`src/rtl/crd_pkg.sv`:
```
// Package for the cursor row decoder: sizes and the row request passed from
// the decode core to the output stage. No dependencies.
package crd_pkg;

  localparam int MAX_WIDTH  = 16;
  localparam int MAX_HEIGHT = 16;
  localparam int ROW_BITS   = 5;   // holds a row index up to MAX_HEIGHT
  localparam int COL_BITS   = 5;   // holds a column index up to MAX_WIDTH
  localparam int HALF_BITS  = 64;  // eight pixels of one half row

  typedef logic [MAX_WIDTH-1:0][7:0] row_pixels_t;

  // One row request from the core: a decoded row, or a zero flush that starts
  // at row and runs to the last image row.
  typedef struct packed {
    logic                valid;
    logic                flush;
    logic [ROW_BITS-1:0] row;
    row_pixels_t         pixels;
    logic [31:0]         hotspot;
  } row_req_t;

endpackage

```
`src/rtl/crd_if.sv`:
```
// Channel interfaces for the cursor row decoder: record bytes in, rows out.
// Depends on nothing.
interface crd_in_if;
  logic       valid;
  logic       ready;
  logic [7:0] data_byte;
  logic       record_start;

  modport source (output valid, output data_byte, output record_start, input ready);
  modport sink   (input valid, input data_byte, input record_start, output ready);
endinterface

interface crd_out_if;
  logic               valid;
  logic               ready;
  logic [3:0]         row_number;
  logic [63:0]        pixels_left_half;
  logic [63:0]        pixels_right_half;
  logic signed [15:0] hotspot_x;
  logic signed [15:0] hotspot_y;
  logic               final_row;

  modport source (output valid, output row_number, output pixels_left_half,
                  output pixels_right_half, output hotspot_x, output hotspot_y,
                  output final_row, input ready);
  modport sink   (input valid, input row_number, input pixels_left_half,
                  input pixels_right_half, input hotspot_x, input hotspot_y,
                  input final_row, output ready);
endinterface

```
`src/rtl/crd_core.sv`:
```
// Decode core: header, skip, plot and pixel phases, row buffer.
// Depends on crd_pkg.
module crd_core
  import crd_pkg::*;
#(
  parameter int IMAGE_WIDTH  = MAX_WIDTH,
  parameter int IMAGE_HEIGHT = MAX_HEIGHT
) (
  input  logic       clk,
  input  logic       rst,
  input  logic       accept,
  input  logic [7:0] data_byte,
  input  logic       record_start,
  output row_req_t   req
);

  localparam logic [2:0] PH_DONE   = 3'd0;
  localparam logic [2:0] PH_HEADER = 3'd1;
  localparam logic [2:0] PH_SKIP   = 3'd2;
  localparam logic [2:0] PH_PLOT   = 3'd3;
  localparam logic [2:0] PH_PIXELS = 3'd4;

  localparam logic [COL_BITS-1:0] WIDTH_C  = COL_BITS'(IMAGE_WIDTH);
  localparam logic [ROW_BITS-1:0] HEIGHT_C = ROW_BITS'(IMAGE_HEIGHT);
  localparam logic [7:0]          WIDTH_B  = 8'(IMAGE_WIDTH);

  logic [2:0]          phase, phase_next, cur_phase;
  logic [1:0]          hdr_idx, hdr_idx_next;
  logic [31:0]         hotspot, hotspot_next;
  logic [ROW_BITS-1:0] row, row_next;
  logic [COL_BITS-1:0] col, col_next;
  logic [COL_BITS-1:0] remaining, remaining_next;
  logic [COL_BITS-1:0] room;
  row_pixels_t         pix, pix_next;

  always_ff @(posedge clk) begin
    if (rst) begin
      phase     <= PH_DONE;
      hdr_idx   <= '0;
      hotspot   <= '0;
      row       <= '0;
      col       <= '0;
      remaining <= '0;
      pix       <= '0;
    end else begin
      phase     <= phase_next;
      hdr_idx   <= hdr_idx_next;
      hotspot   <= hotspot_next;
      row       <= row_next;
      col       <= col_next;
      remaining <= remaining_next;
      pix       <= pix_next;
    end
  end

  always_comb begin
    phase_next     = phase;
    hdr_idx_next   = hdr_idx;
    hotspot_next   = hotspot;
    row_next       = row;
    col_next       = col;
    remaining_next = remaining;
    pix_next       = pix;
    cur_phase      = phase;
    room           = '0;
    req            = '0;
    if (accept) begin
      // start flag restarts the record from any phase
      if (record_start) begin
        cur_phase      = PH_HEADER;
        hdr_idx_next   = '0;
        hotspot_next   = '0;
        row_next       = '0;
        col_next       = '0;
        remaining_next = '0;
        pix_next       = '0;
      end
      room = WIDTH_C - col_next;
      unique case (cur_phase)
        PH_DONE: begin
          phase_next = PH_DONE;
        end
        PH_HEADER: begin
          hotspot_next[{hdr_idx_next, 3'b000} +: 8] = data_byte;
          phase_next   = (hdr_idx_next == 2'd3) ? PH_SKIP : PH_HEADER;
          hdr_idx_next = hdr_idx_next + 2'd1;
        end
        PH_SKIP: begin
          if (data_byte >= WIDTH_B) begin
            req.valid   = 1'b1;
            req.flush   = 1'b1;
            req.row     = row_next;
            req.hotspot = hotspot_next;
            pix_next    = '0;
            phase_next  = PH_DONE;
          end else begin
            col_next   = data_byte[COL_BITS-1:0];
            phase_next = PH_PLOT;
          end
        end
        PH_PLOT: begin
          remaining_next = (data_byte < {3'b000, room}) ? data_byte[COL_BITS-1:0] : room;
          phase_next     = PH_PIXELS;
        end
        PH_PIXELS: begin
          pix_next[col_next[3:0]] = data_byte;
          col_next       = col_next + COL_BITS'(1);
          remaining_next = remaining_next - COL_BITS'(1);
        end
        default: begin
          phase_next = PH_DONE;
        end
      endcase
      // row complete: zero plot count, or last pixel byte taken
      if ((cur_phase == PH_PLOT || cur_phase == PH_PIXELS) && remaining_next == '0) begin
        req.valid   = 1'b1;
        req.row     = row_next;
        req.pixels  = pix_next;
        req.hotspot = hotspot_next;
        pix_next    = '0;
        row_next    = row_next + ROW_BITS'(1);
        phase_next  = (row_next >= HEIGHT_C) ? PH_DONE : PH_SKIP;
      end
    end
  end

endmodule

```
`src/rtl/crd_out_stage.sv`:
```
// Output register and zero-row flush sequencer of the cursor row decoder.
// Depends on crd_pkg and crd_if.
module crd_out_stage
  import crd_pkg::*;
#(
  parameter int IMAGE_HEIGHT = MAX_HEIGHT
) (
  input  logic         clk,
  input  logic         rst,
  input  row_req_t     req,
  output logic         load_ok,
  crd_out_if.source    row_out
);

  localparam logic [ROW_BITS-1:0] LAST_ROW = ROW_BITS'(IMAGE_HEIGHT - 1);

  logic                out_valid;
  logic                flush_more;
  logic [ROW_BITS-1:0] flush_row;
  logic [3:0]          row_number;
  row_pixels_t         pixels;
  logic [31:0]         hotspot;
  logic                final_row;
  logic                slot_free;

  assign slot_free = !out_valid || row_out.ready;
  assign load_ok   = slot_free && !flush_more;

  always_ff @(posedge clk) begin
    if (rst) begin
      out_valid  <= 1'b0;
      flush_more <= 1'b0;
      flush_row  <= '0;
    end else if (slot_free) begin
      if (flush_more) begin
        out_valid  <= 1'b1;
        flush_more <= (flush_row != LAST_ROW);
        flush_row  <= flush_row + ROW_BITS'(1);
      end else if (req.valid) begin
        out_valid  <= 1'b1;
        flush_more <= req.flush && (req.row < LAST_ROW);
        flush_row  <= req.row + ROW_BITS'(1);
      end else begin
        out_valid  <= 1'b0;
      end
    end
  end

  always_ff @(posedge clk) begin
    if (slot_free) begin
      if (flush_more) begin
        row_number <= flush_row[3:0];
        pixels     <= '0;
        final_row  <= (flush_row >= LAST_ROW);
      end else if (req.valid) begin
        row_number <= req.row[3:0];
        pixels     <= req.flush ? '0 : req.pixels;
        hotspot    <= req.hotspot;
        final_row  <= (req.row >= LAST_ROW);
      end
    end
  end

  assign row_out.valid             = out_valid;
  assign row_out.row_number        = row_number;
  assign row_out.pixels_left_half  = pixels[7:0];
  assign row_out.pixels_right_half = pixels[15:8];
  assign row_out.hotspot_x         = hotspot[15:0];
  assign row_out.hotspot_y         = hotspot[31:16];
  assign row_out.final_row         = final_row;

endmodule

```
`src/rtl/cursor_row_rle_decoder.sv`:
```
// Cursor row run-length decoder, top level.
// Depends on crd_pkg, crd_if, crd_core and crd_out_stage.
//
// Usage:
//   byte_in  (sink)  : one record byte per beat; record_start marks the first
//                      byte (low byte of hotspot X) and restarts decoding.
//   row_out  (source): one 16-pixel row per beat with row number, hotspot and
//                      final_row on the last image row.
// Latency: a row appears on row_out the cycle after the byte that completes
//   it is accepted (one output register).
// Throughput: one byte per cycle while row_out keeps up. A skip count of
//   IMAGE_WIDTH or more flushes the remaining rows as zeros, one per cycle
//   while row_out keeps up; byte_in waits until the last zero row is loaded.
// Stall: with a row waiting and row_out.ready low, byte_in.ready drops;
//   nothing is lost or repeated.
// Reset (rst, synchronous): decoder is done and waits for a start byte; bytes
//   without record_start are dropped with no output. The output register is
//   emptied.
// Pixels never written in a row, and columns at or beyond IMAGE_WIDTH, are 0.
module cursor_row_rle_decoder
  import crd_pkg::*;
#(
  parameter int IMAGE_WIDTH  = MAX_WIDTH,
  parameter int IMAGE_HEIGHT = MAX_HEIGHT
) (
  input  logic      clk,
  input  logic      rst,
  crd_in_if.sink    byte_in,
  crd_out_if.source row_out
);

  row_req_t req;
  logic     load_ok;
  logic     accept;

  // a byte is taken only when any row it may produce has a free slot
  assign byte_in.ready = load_ok;
  assign accept        = byte_in.valid && load_ok;

  crd_core #(
    .IMAGE_WIDTH  (IMAGE_WIDTH),
    .IMAGE_HEIGHT (IMAGE_HEIGHT)
  ) u_core (
    .clk          (clk),
    .rst          (rst),
    .accept       (accept),
    .data_byte    (byte_in.data_byte),
    .record_start (byte_in.record_start),
    .req          (req)
  );

  crd_out_stage #(
    .IMAGE_HEIGHT (IMAGE_HEIGHT)
  ) u_out (
    .clk     (clk),
    .rst     (rst),
    .req     (req),
    .load_ok (load_ok),
    .row_out (row_out)
  );

endmodule

```
`src/flat_wrapper.sv`:
```
// flat-port wrapper written by rule: the top's interface ports become plain ports
module cursor_row_rle_decoder_flat import crd_pkg::*;
#(
  parameter int IMAGE_WIDTH  = MAX_WIDTH,
  parameter int IMAGE_HEIGHT = MAX_HEIGHT
)
  (clk, rst, byte_in_valid, byte_in_data_byte, byte_in_record_start, byte_in_ready, row_out_valid, row_out_row_number, row_out_pixels_left_half, row_out_pixels_right_half, row_out_hotspot_x, row_out_hotspot_y, row_out_final_row, row_out_ready);
  crd_in_if byte_in_i ();
  crd_out_if row_out_i ();
  input  logic clk;
  input  logic rst;
  input wire logic [$bits(byte_in_i.valid)-1:0] byte_in_valid;
  input wire logic [$bits(byte_in_i.data_byte)-1:0] byte_in_data_byte;
  input wire logic [$bits(byte_in_i.record_start)-1:0] byte_in_record_start;
  output wire logic [$bits(byte_in_i.ready)-1:0] byte_in_ready;
  output wire logic [$bits(row_out_i.valid)-1:0] row_out_valid;
  output wire logic [$bits(row_out_i.row_number)-1:0] row_out_row_number;
  output wire logic [$bits(row_out_i.pixels_left_half)-1:0] row_out_pixels_left_half;
  output wire logic [$bits(row_out_i.pixels_right_half)-1:0] row_out_pixels_right_half;
  output wire logic [$bits(row_out_i.hotspot_x)-1:0] row_out_hotspot_x;
  output wire logic [$bits(row_out_i.hotspot_y)-1:0] row_out_hotspot_y;
  output wire logic [$bits(row_out_i.final_row)-1:0] row_out_final_row;
  input wire logic [$bits(row_out_i.ready)-1:0] row_out_ready;
  assign byte_in_i.valid = byte_in_valid;
  assign byte_in_i.data_byte = byte_in_data_byte;
  assign byte_in_i.record_start = byte_in_record_start;
  assign byte_in_ready = byte_in_i.ready;
  assign row_out_valid = row_out_i.valid;
  assign row_out_row_number = row_out_i.row_number;
  assign row_out_pixels_left_half = row_out_i.pixels_left_half;
  assign row_out_pixels_right_half = row_out_i.pixels_right_half;
  assign row_out_hotspot_x = row_out_i.hotspot_x;
  assign row_out_hotspot_y = row_out_i.hotspot_y;
  assign row_out_final_row = row_out_i.final_row;
  assign row_out_i.ready = row_out_ready;
  cursor_row_rle_decoder #(.IMAGE_WIDTH(IMAGE_WIDTH), .IMAGE_HEIGHT(IMAGE_HEIGHT)) u_core (.clk(clk), .rst(rst), .byte_in(byte_in_i), .row_out(row_out_i));
endmodule
```
`config.mk`:
```
export PLATFORM = sky130hd
export DESIGN_NAME = cursor_row_rle_decoder_flat
export DESIGN_NICKNAME = d
export VERILOG_FILES = /design/src/rtl/crd_pkg.sv /design/src/rtl/crd_if.sv /design/src/rtl/crd_core.sv /design/src/rtl/crd_out_stage.sv /design/src/rtl/cursor_row_rle_decoder.sv /design/src/flat_wrapper.sv
export SDC_FILE = /design/constraint.sdc
export NUM_CORES = 1
export LEC_CHECK = 0
export ABC_CLOCK_PERIOD_IN_PS = 5200
export BUFFER_PORTS_ARGS = -buffer_cell sky130_fd_sc_hd__buf_2
export CORE_MARGIN = 5
export CORE_UTILIZATION = 53
export DETAILED_ROUTE_END_ITERATION = 10
export PLACE_DENSITY = 0.82
export SLEW_MARGIN = 10
export SYNTH_ARGS = -nofsm -noshare
export SYNTH_HDL_FRONTEND = slang
export SYNTH_SLANG_ARGS = --single-unit
```
`constraint.sdc`:
```
create_clock -name clk -period 5.2 [get_ports clk]
set_input_delay 1.04 -clock clk [delete_from_list [all_inputs] [get_ports clk]]
set_output_delay 1.04 -clock clk [all_outputs]
set_load 0.05 [all_outputs]
```
# Word level (Yosys, flattened, before mapping)
# Index checks and enable logic that the tools add are counted.
# classes
add_sub_neg	8
order_cmp	8
eq_ne	7
shift	2
muxes	53
n_bitwise	1
reduce_logical	14
# ops
cell	count
128-bit 2-to-1 mux	6
128-bit case mux with 2 select lines	1
167-bit 2-to-1 mux	1
165-bit 2-to-1 mux	1
32-bit 2-to-1 mux	5
128-bit bitwise mux	1
5-bit 2-to-1 mux	12
32-bit bitwise mux	1
8-bit demux with 4-bit select	1
8-bit by 7-bit variable shift with 32-bit output, first input constant	1
8-bit by 7-bit variable part select with 32-bit output	1
5-bit by 1-bit adder with 5-bit output, second input constant	4
5-bit case mux with 2 select lines	2
7-bit 2-to-1 mux	2
2-bit 2-to-1 mux	6
3-bit case mux with 4 select lines	1
5-bit by 4-bit greater-or-equal comparator with 1-bit output, second input constant	2
3-bit 2-to-1 mux	3
8-bit by 5-bit greater-or-equal comparator with 1-bit output, second input constant	1
8-bit by 5-bit < comparator with 1-bit output	1
4-bit 2-to-1 mux	2
8-bit 2-to-1 mux	1
1-bit 2-to-1 mux	7
5-bit negation with 7-bit output	1
other kinds (21)	29
# word_totals
regBits	352
output_inout_bits	167

# Depth between registers and ports, before layout
# depth
ltp_word	18
depth_mapped	17
ltp_nobuf	17

# Modules after synthesis
# A second synthesis with hierarchy kept.
# unflattened
cells_unflattened	1552
hier_area_um2	16143.0
# modules_own_cells
mod	instances	cells_per_inst	area_each_um2	seq_area_each_um2
crd_core	1	1178	9786.9	3603.5
crd_out_stage	1	373	6349.8	5094.9
cursor_row_rle_decoder	1	1	6.3	0.0

# Worst setup path after synthesis
# No wires, ideal clock.
# synth_timing
kind	input to register
from	input port byte_in_record_start
to	register u_core.u_out.flush_row[4]
setup_ps	95
arrival_time_ps	5588
t_required_ps	5105
path_slack_ps	-483
stages	15
cell_sequence	inv_2 > clkbuf_1 > nand2_1 > ha_1 > ha_1 > o2111ai_1 > o221ai_2 > or3_1 > a311oi_2 > o211a_4 > nand3_4 > a31o_4 > inv_2 > o2111ai_1 > o311ai_1
# synth_via
elab_chain_len	14
word_cells_on_any_way	30
cone_classes	add/sub: 3; order compare: 1; eq/ne: 3; mux: 18; reduce/logical: 5
# synth_rtl
element	line	text
start: declaration	flat_wrapper.sv:14	input wire logic [$bits(byte_in_i.record_start)-1:0] byte_in_record_start;
5-bit 2-to-1 mux	crd_core.sv:69	if (record_start) begin
5-bit 2-to-1 mux	crd_core.sv:67	if (accept) begin
5-bit subtractor	crd_core.sv:78	room = WIDTH_C - col_next;
8-bit by 5-bit < comparator with 1-bit output	crd_core.sv:102	remaining_next = (data_byte < {3'b000, room}) ? data_byte[COL_BITS-1:0] : room;
5-bit 2-to-1 mux	crd_core.sv:102	
5-bit case mux with 2 select lines	crd_core.sv:79	unique case (cur_phase)
5-bit 2-to-1 mux	crd_core.sv:67	
5-bit logical NOT	crd_core.sv:115	if ((cur_phase == PH_PLOT || cur_phase == PH_PIXELS) && remaining_next == '0) begin
1-bit logical AND	crd_core.sv:115	
165-bit 2-to-1 mux	crd_core.sv:115	
167-bit 2-to-1 mux *	crd_core.sv:67	
5-bit by 1-bit adder with 5-bit output	crd_out_stage.sv:42	flush_row <= req.row + ROW_BITS'(1);
5-bit 2-to-1 mux	crd_out_stage.sv:39	end else if (req.valid) begin
5-bit 2-to-1 mux	crd_out_stage.sv:35	if (flush_more) begin
end signal: assignment	crd_out_stage.sv:38	flush_row <= flush_row + ROW_BITS'(1);
end signal: assignment	crd_out_stage.sv:42	
end: declaration	crd_out_stage.sv:19	logic [ROW_BITS-1:0] flush_row;
# Every way passes the cells marked *; elsewhere a longest branch is shown, timed or not. The select of a mux whose other input is x is not followed.
# A chain may end at the register's enable or synchronous reset.

# Worst setup path after layout
# layout_timing
from	register u_core.u_core.col[2]
to	register u_core.u_core.pix[85] (netlist bit)
# layout_via
elab_chain_len	10
word_cells_on_any_way	17
cone_classes	add/sub: 1; order compare: 3; mux: 10; reduce/logical: 3
# layout_rtl
element	line	text
start: declaration	crd_core.sv:31	logic [COL_BITS-1:0] col, col_next;
start signal: assignment	crd_core.sv:50	col <= col_next;
5-bit 2-to-1 mux *	crd_core.sv:69	
5-bit 2-to-1 mux *	crd_core.sv:67	
5-bit subtractor	crd_core.sv:78	
8-bit by 5-bit < comparator with 1-bit output	crd_core.sv:102	
5-bit 2-to-1 mux	crd_core.sv:102	
5-bit case mux with 2 select lines	crd_core.sv:79	
5-bit 2-to-1 mux	crd_core.sv:67	
5-bit logical NOT	crd_core.sv:115	
1-bit logical AND	crd_core.sv:115	
128-bit 2-to-1 mux *	crd_core.sv:115	
end signal: assignment	crd_core.sv:52	pix <= pix_next;
end: declaration	crd_core.sv:34	row_pixels_t pix, pix_next;
# Marked as above.

==> reports/summary.log <==
[clock_network] Max clock buf depth 3
[hold_path] end point of the worst hold path u_core.u_core.hdr_idx[1]$_SDFFE_PP0P_
[clock_network] CTS Root Cell sky130_fd_sc_hd__clkbuf_16
[worst_setup_path] highest net fanout along the worst path 16
[worst_setup_path] Reg2Reg Launch Point u_core.u_core.col[2]$_SDFFE_PP0P_
[place] placed wire-length estimate after detailed placement 24,900 um
[timing] Pins Over Slew Limit 0
[global_route] vias in the first global route 11,800
[clock_network] count of hold buffers inserted by post-cts repair 0
[routing] average routed wire per standard cell 19.8 um
[cells_and_area] top library cells by usage in the layout, fill and taps aside 360 x sky130_fd_sc_hd__nor2_1, 261 x sky130_fd_sc_hd__a22oi_1, 187 x sky130_fd_sc_hd__dfxtp_1
[global_route] pin count of the biggest net entering global routing 162
[synth] instance count of the mapped netlist 1,528
[hold_path] source of the worst hold timing path u_core.u_core.hdr_idx[1]$_SDFFE_PP0P_
[synth] synthesized net count 1,556
[cells_and_area] most frequent standard cell in the layout excluding fill and tap cells sky130_fd_sc_hd__nor2_1
[routing] via/cell ratio 6.16
[worst_setup_path] critical register-to-register path endpoint u_core.u_core.pix[85]$_SDFFE_PP0P_
[synth] number of warning messages in the yosys log 0
[cells_and_area] Final #Nets 1,682
[clock_network] number of buffers added for setup after CTS 0
[timing] worst slew margin relative to its limit 0.289
[clock_network] total clock buffers created by CTS 36
[timing] period utilization 0.913
[clock_network] clock sink total 352
[synth] share of flip-flops with an asynchronous set or reset after synthesis 0
[global_route] antenna violations before repair 0
[worst_setup_path] startpoint-to-endpoint class of the critical path flip-flop to flip-flop
[worst_setup_path] CP Data Arrival Time 5.13 ns
[routing] vias after detailed routing 12,700
[worst_setup_path] slowest cell on the critical path sky130_fd_sc_hd__and2_1
[synth] register bit count reported by yosys 352
[timing] Min Clock Period, post-route 4.75 ns
[global_route] wire length of the first global-routing pass 63,500 um
[clock_network] TritonCTS clock tree done
[clock_network] H-tree levels 2
[synth] share of the synthesized area in the top cell type 0.327
[worst_setup_path] r2r worst-path depth 15
[place] worst-case setup slack after placement 0.198 ns
[run] count of maximum capacitance violations 0
[global_route] gr ovfl total 0
[timing] post-route setup TNS 0 ns
[power_and_ir_drop] Leak Pwr 5.90 nW
[place] placer congestion estimate 0.926
[synth] post-synth design cell area 15,100 um2
[clock_network] number of resized instances in the post-cts repair step 0
[synth] distinct cell type count of the synthesized netlist 63
[place] Port Buffer Count 179
[global_route] total global routing track utilization 0.247
[die] std cell rows 61
[die] initial core utilization 0.541
[worst_setup_path] data required time of the worst path 5.58 ns
[die] area of the die 32,000 um2
[hold_path] class of the worst hold path flip-flop to flip-flop
[worst_setup_path] CP peak stage delay 0.54 ns
[routing] residual DRC count 0
[synth] primary flip-flop cell chosen by synthesis mapping sky130_fd_sc_hd__dfxtp_1
[worst_setup_path] r2r setup slk 0.45 ns
[timing] Worst Slack Setup Final 0.450 ns
[die] chip width 179 um
[worst_setup_path] Setup crit end kind flip-flop
[timing] slew at the pin closest to its max-slew limit 1.06 ns
[die] Top Ports 180
[routing] first-iteration detailed-routing DRC count 1,749
[worst_setup_path] crit path cell chain or3_1 > and2_1 > nor3_1 > inv_1 > ha_1 > a21oi_1 > o221a_2 > nand2_1 > a311oi_1 > and4_1 > and2_4 > nor2_1 > and2_1 > a22oi_1 > nor2_1
[worst_setup_path] type of origin of the critical path flip-flop
[timing] number of failing hold endpoints at the final stage 0
[routing] 1st-pass router iterations 7
[clock_network] clock latency reported for the late side of the worst-skew pair 0.53 ns
[hold_path] cell count of the worst hold path 2
[cells_and_area] fraction of layout instances using a drive strength above 1 0.183
[power_and_ir_drop] maximum ir drop on the vdd rail 0.208 mV
[synth] synthesized area divided by synthesized cell count 9.91 um2
[die] area inside the core boundary 28,000 um2
[routing] post-route antenna net violation count 0
[timing] fmax 0.211 GHz
[clock_network] clock transition at the registers of the reported paths 0.06 ns
[cells_and_area] area grow syn2layout 15.7%
[power_and_ir_drop] power density normalized to cell area 342 nW/um2
[synth] biggest area consumer among synthesized cells sky130_fd_sc_hd__edfxtp_1
[synth] Synth area leaders sky130_fd_sc_hd__edfxtp_1 33%, sky130_fd_sc_hd__dfxtp_1 25%, sky130_fd_sc_hd__a22oi_1 13%
[outcome] outcome completed
[synth] share of synthesized area occupied by flip-flops and latches 0.574
[timing] clock tree skew after final layout 0.0222 ns
[die] Die Span Y 179 um
[timing] unrepaired setup endpoints after global routing no
[synth] number of flops mapped to enable cells by yosys 165
[routing] routed wire length 40,900 um
[timing] final setup fails 0
==> cell usage after synthesis (19+ instances only) <==
master                     instances
sky130_fd_sc_hd__dfxtp_1         187
sky130_fd_sc_hd__a21oi_1          24
sky130_fd_sc_hd__edfxtp_1        165
sky130_fd_sc_hd__o21ai_1          29
sky130_fd_sc_hd__o21ai_0          28
sky130_fd_sc_hd__a22oi_1         261
sky130_fd_sc_hd__nor2_1          360
sky130_fd_sc_hd__nand2_1          82
sky130_fd_sc_hd__a211oi_1         37
sky130_fd_sc_hd__clkbuf_1        118
sky130_fd_sc_hd__a31oi_1          36
sky130_fd_sc_hd__nor3b_1          19
sky130_fd_sc_hd__nor3_1           21
sky130_fd_sc_hd__inv_1            19
==> sequential cells by signal, summed over array words and instances, names as in the netlist <==
name	cells
u_core.u_core.pix	128
u_core.u_out.row_out.pixels_left_half	64
u_core.u_out.row_out.pixels_right_half	64
u_core.u_core.hotspot	32
u_core.u_out.hotspot	32
u_core.u_core.col	5
u_core.u_core.remaining	5
u_core.u_core.row	5
u_core.u_out.flush_row	5
u_core.u_out.row_out.row_number	4
u_core.u_core.phase	3
u_core.u_core.hdr_idx	2
u_core.u_out.flush_more	1
u_core.u_out.row_out.final_row	1
u_core.u_out.row_out.valid	1
==> where the power goes <==
group / total (W) / internal [W] / leakage [nW] / switching, W
Sequential: 0.00298 / 0.00295 / 3.07 / 0.0000338
Clock: 0.00246 / 0.00140 / 0.552 / 0.00106
Combinational: 0.000543 / 0.000116 / 2.28 / 0.000427
Total: 0.00599 / 0.00447 / 5.90 / 0.00152
==> layout make-up <==
cell class	instances	area, um2
sequential	352	8700
antenna	1	2.50
timing repair buffer	221	1250
fill	2209	10500
tap	378	473
multi-input combinational	1019	5870
inverter	24	92.6
clock buffer	43	937
clock inverter	23	189
==> kinds of logic after synthesis <==
group | share of synthesized area
fa+ha+maj | 0.0124
flops | 0.574
buf+inv | 0.0398
simple gates | 0.154
xor+xnor | 0.00289
compound gates | 0.217
==> worst max-delay path, delay by kind of cell (launching register included) <==
family,cells,cell delay (ns)
AOI/OAI and AO/OA,4,1.34
adders and majority gates,1,0.30
and+or+nand+nor,9,2.39
DFF,1,0.50
buffers and inverters,1,0.08
==> worst max-delay path by stage <==
stage | to | slack, ns | cells past startpoint | from
2_1_floorplan | u_core.u_out.flush_row[4]$_SDFFE_PP0P_ | 0.15 | 15 | byte_in_record_start
3_3_place_gp | u_core.u_core.pix[111]$_SDFFE_PP0P_ | 0.43 | 16 | byte_in_record_start
3_5_place_dp | u_core.u_core.pix[103]$_SDFFE_PP0P_ | 0.20 | 16 | byte_in_record_start
4_1_cts | u_core.u_core.pix[64]$_SDFFE_PP0P_ | 0.61 | 15 | u_core.u_core.col[2]$_SDFFE_PP0P_
5_1_grt | u_core.u_core.pix[85]$_SDFFE_PP0P_ | 0.24 | 15 | u_core.u_core.col[2]$_SDFFE_PP0P_
6_report | u_core.u_core.pix[85]$_SDFFE_PP0P_ | 0.45 | 15 | u_core.u_core.col[2]$_SDFFE_PP0P_
==> per-layer routing <==
| metal | routed length, um | GRT usage | vias up |
|---|---|---|---|
| met5 | 0 | 0 | - |
| met2 | 18900 | 0.388 | 686 |
| met3 | 3730 | 0.0411 | 105 |
| met1 | 17000 | 0.349 | 6044 |
| li1 | - | - | 5860 |
| met4 | 1290 | 0.0838 | 0 |
==> metrics by stage <==
| step | utilization | hold WS, ns | total power (W) | cell area (um2) | instances |
|---|---|---|---|---|---|
| floorplan | - | 0.437 | 0.00342 | 15100 | 1528 |
| global placement | 0.585 | 0.446 | 0.00356 | 16400 | 1994 |
| detailed placement | 0.585 | 0.451 | 0.00358 | 16400 | 1994 |
| CTS | 0.625 | 0.458 | 0.00600 | 17500 | 2060 |
| global route | 0.625 | 0.501 | 0.00618 | 17500 | 2060 |
| finish | 0.625 | 0.466 | 0.00599 | 17500 | 2061 |
No activity file was read; power rests on OpenSTA's default activity.
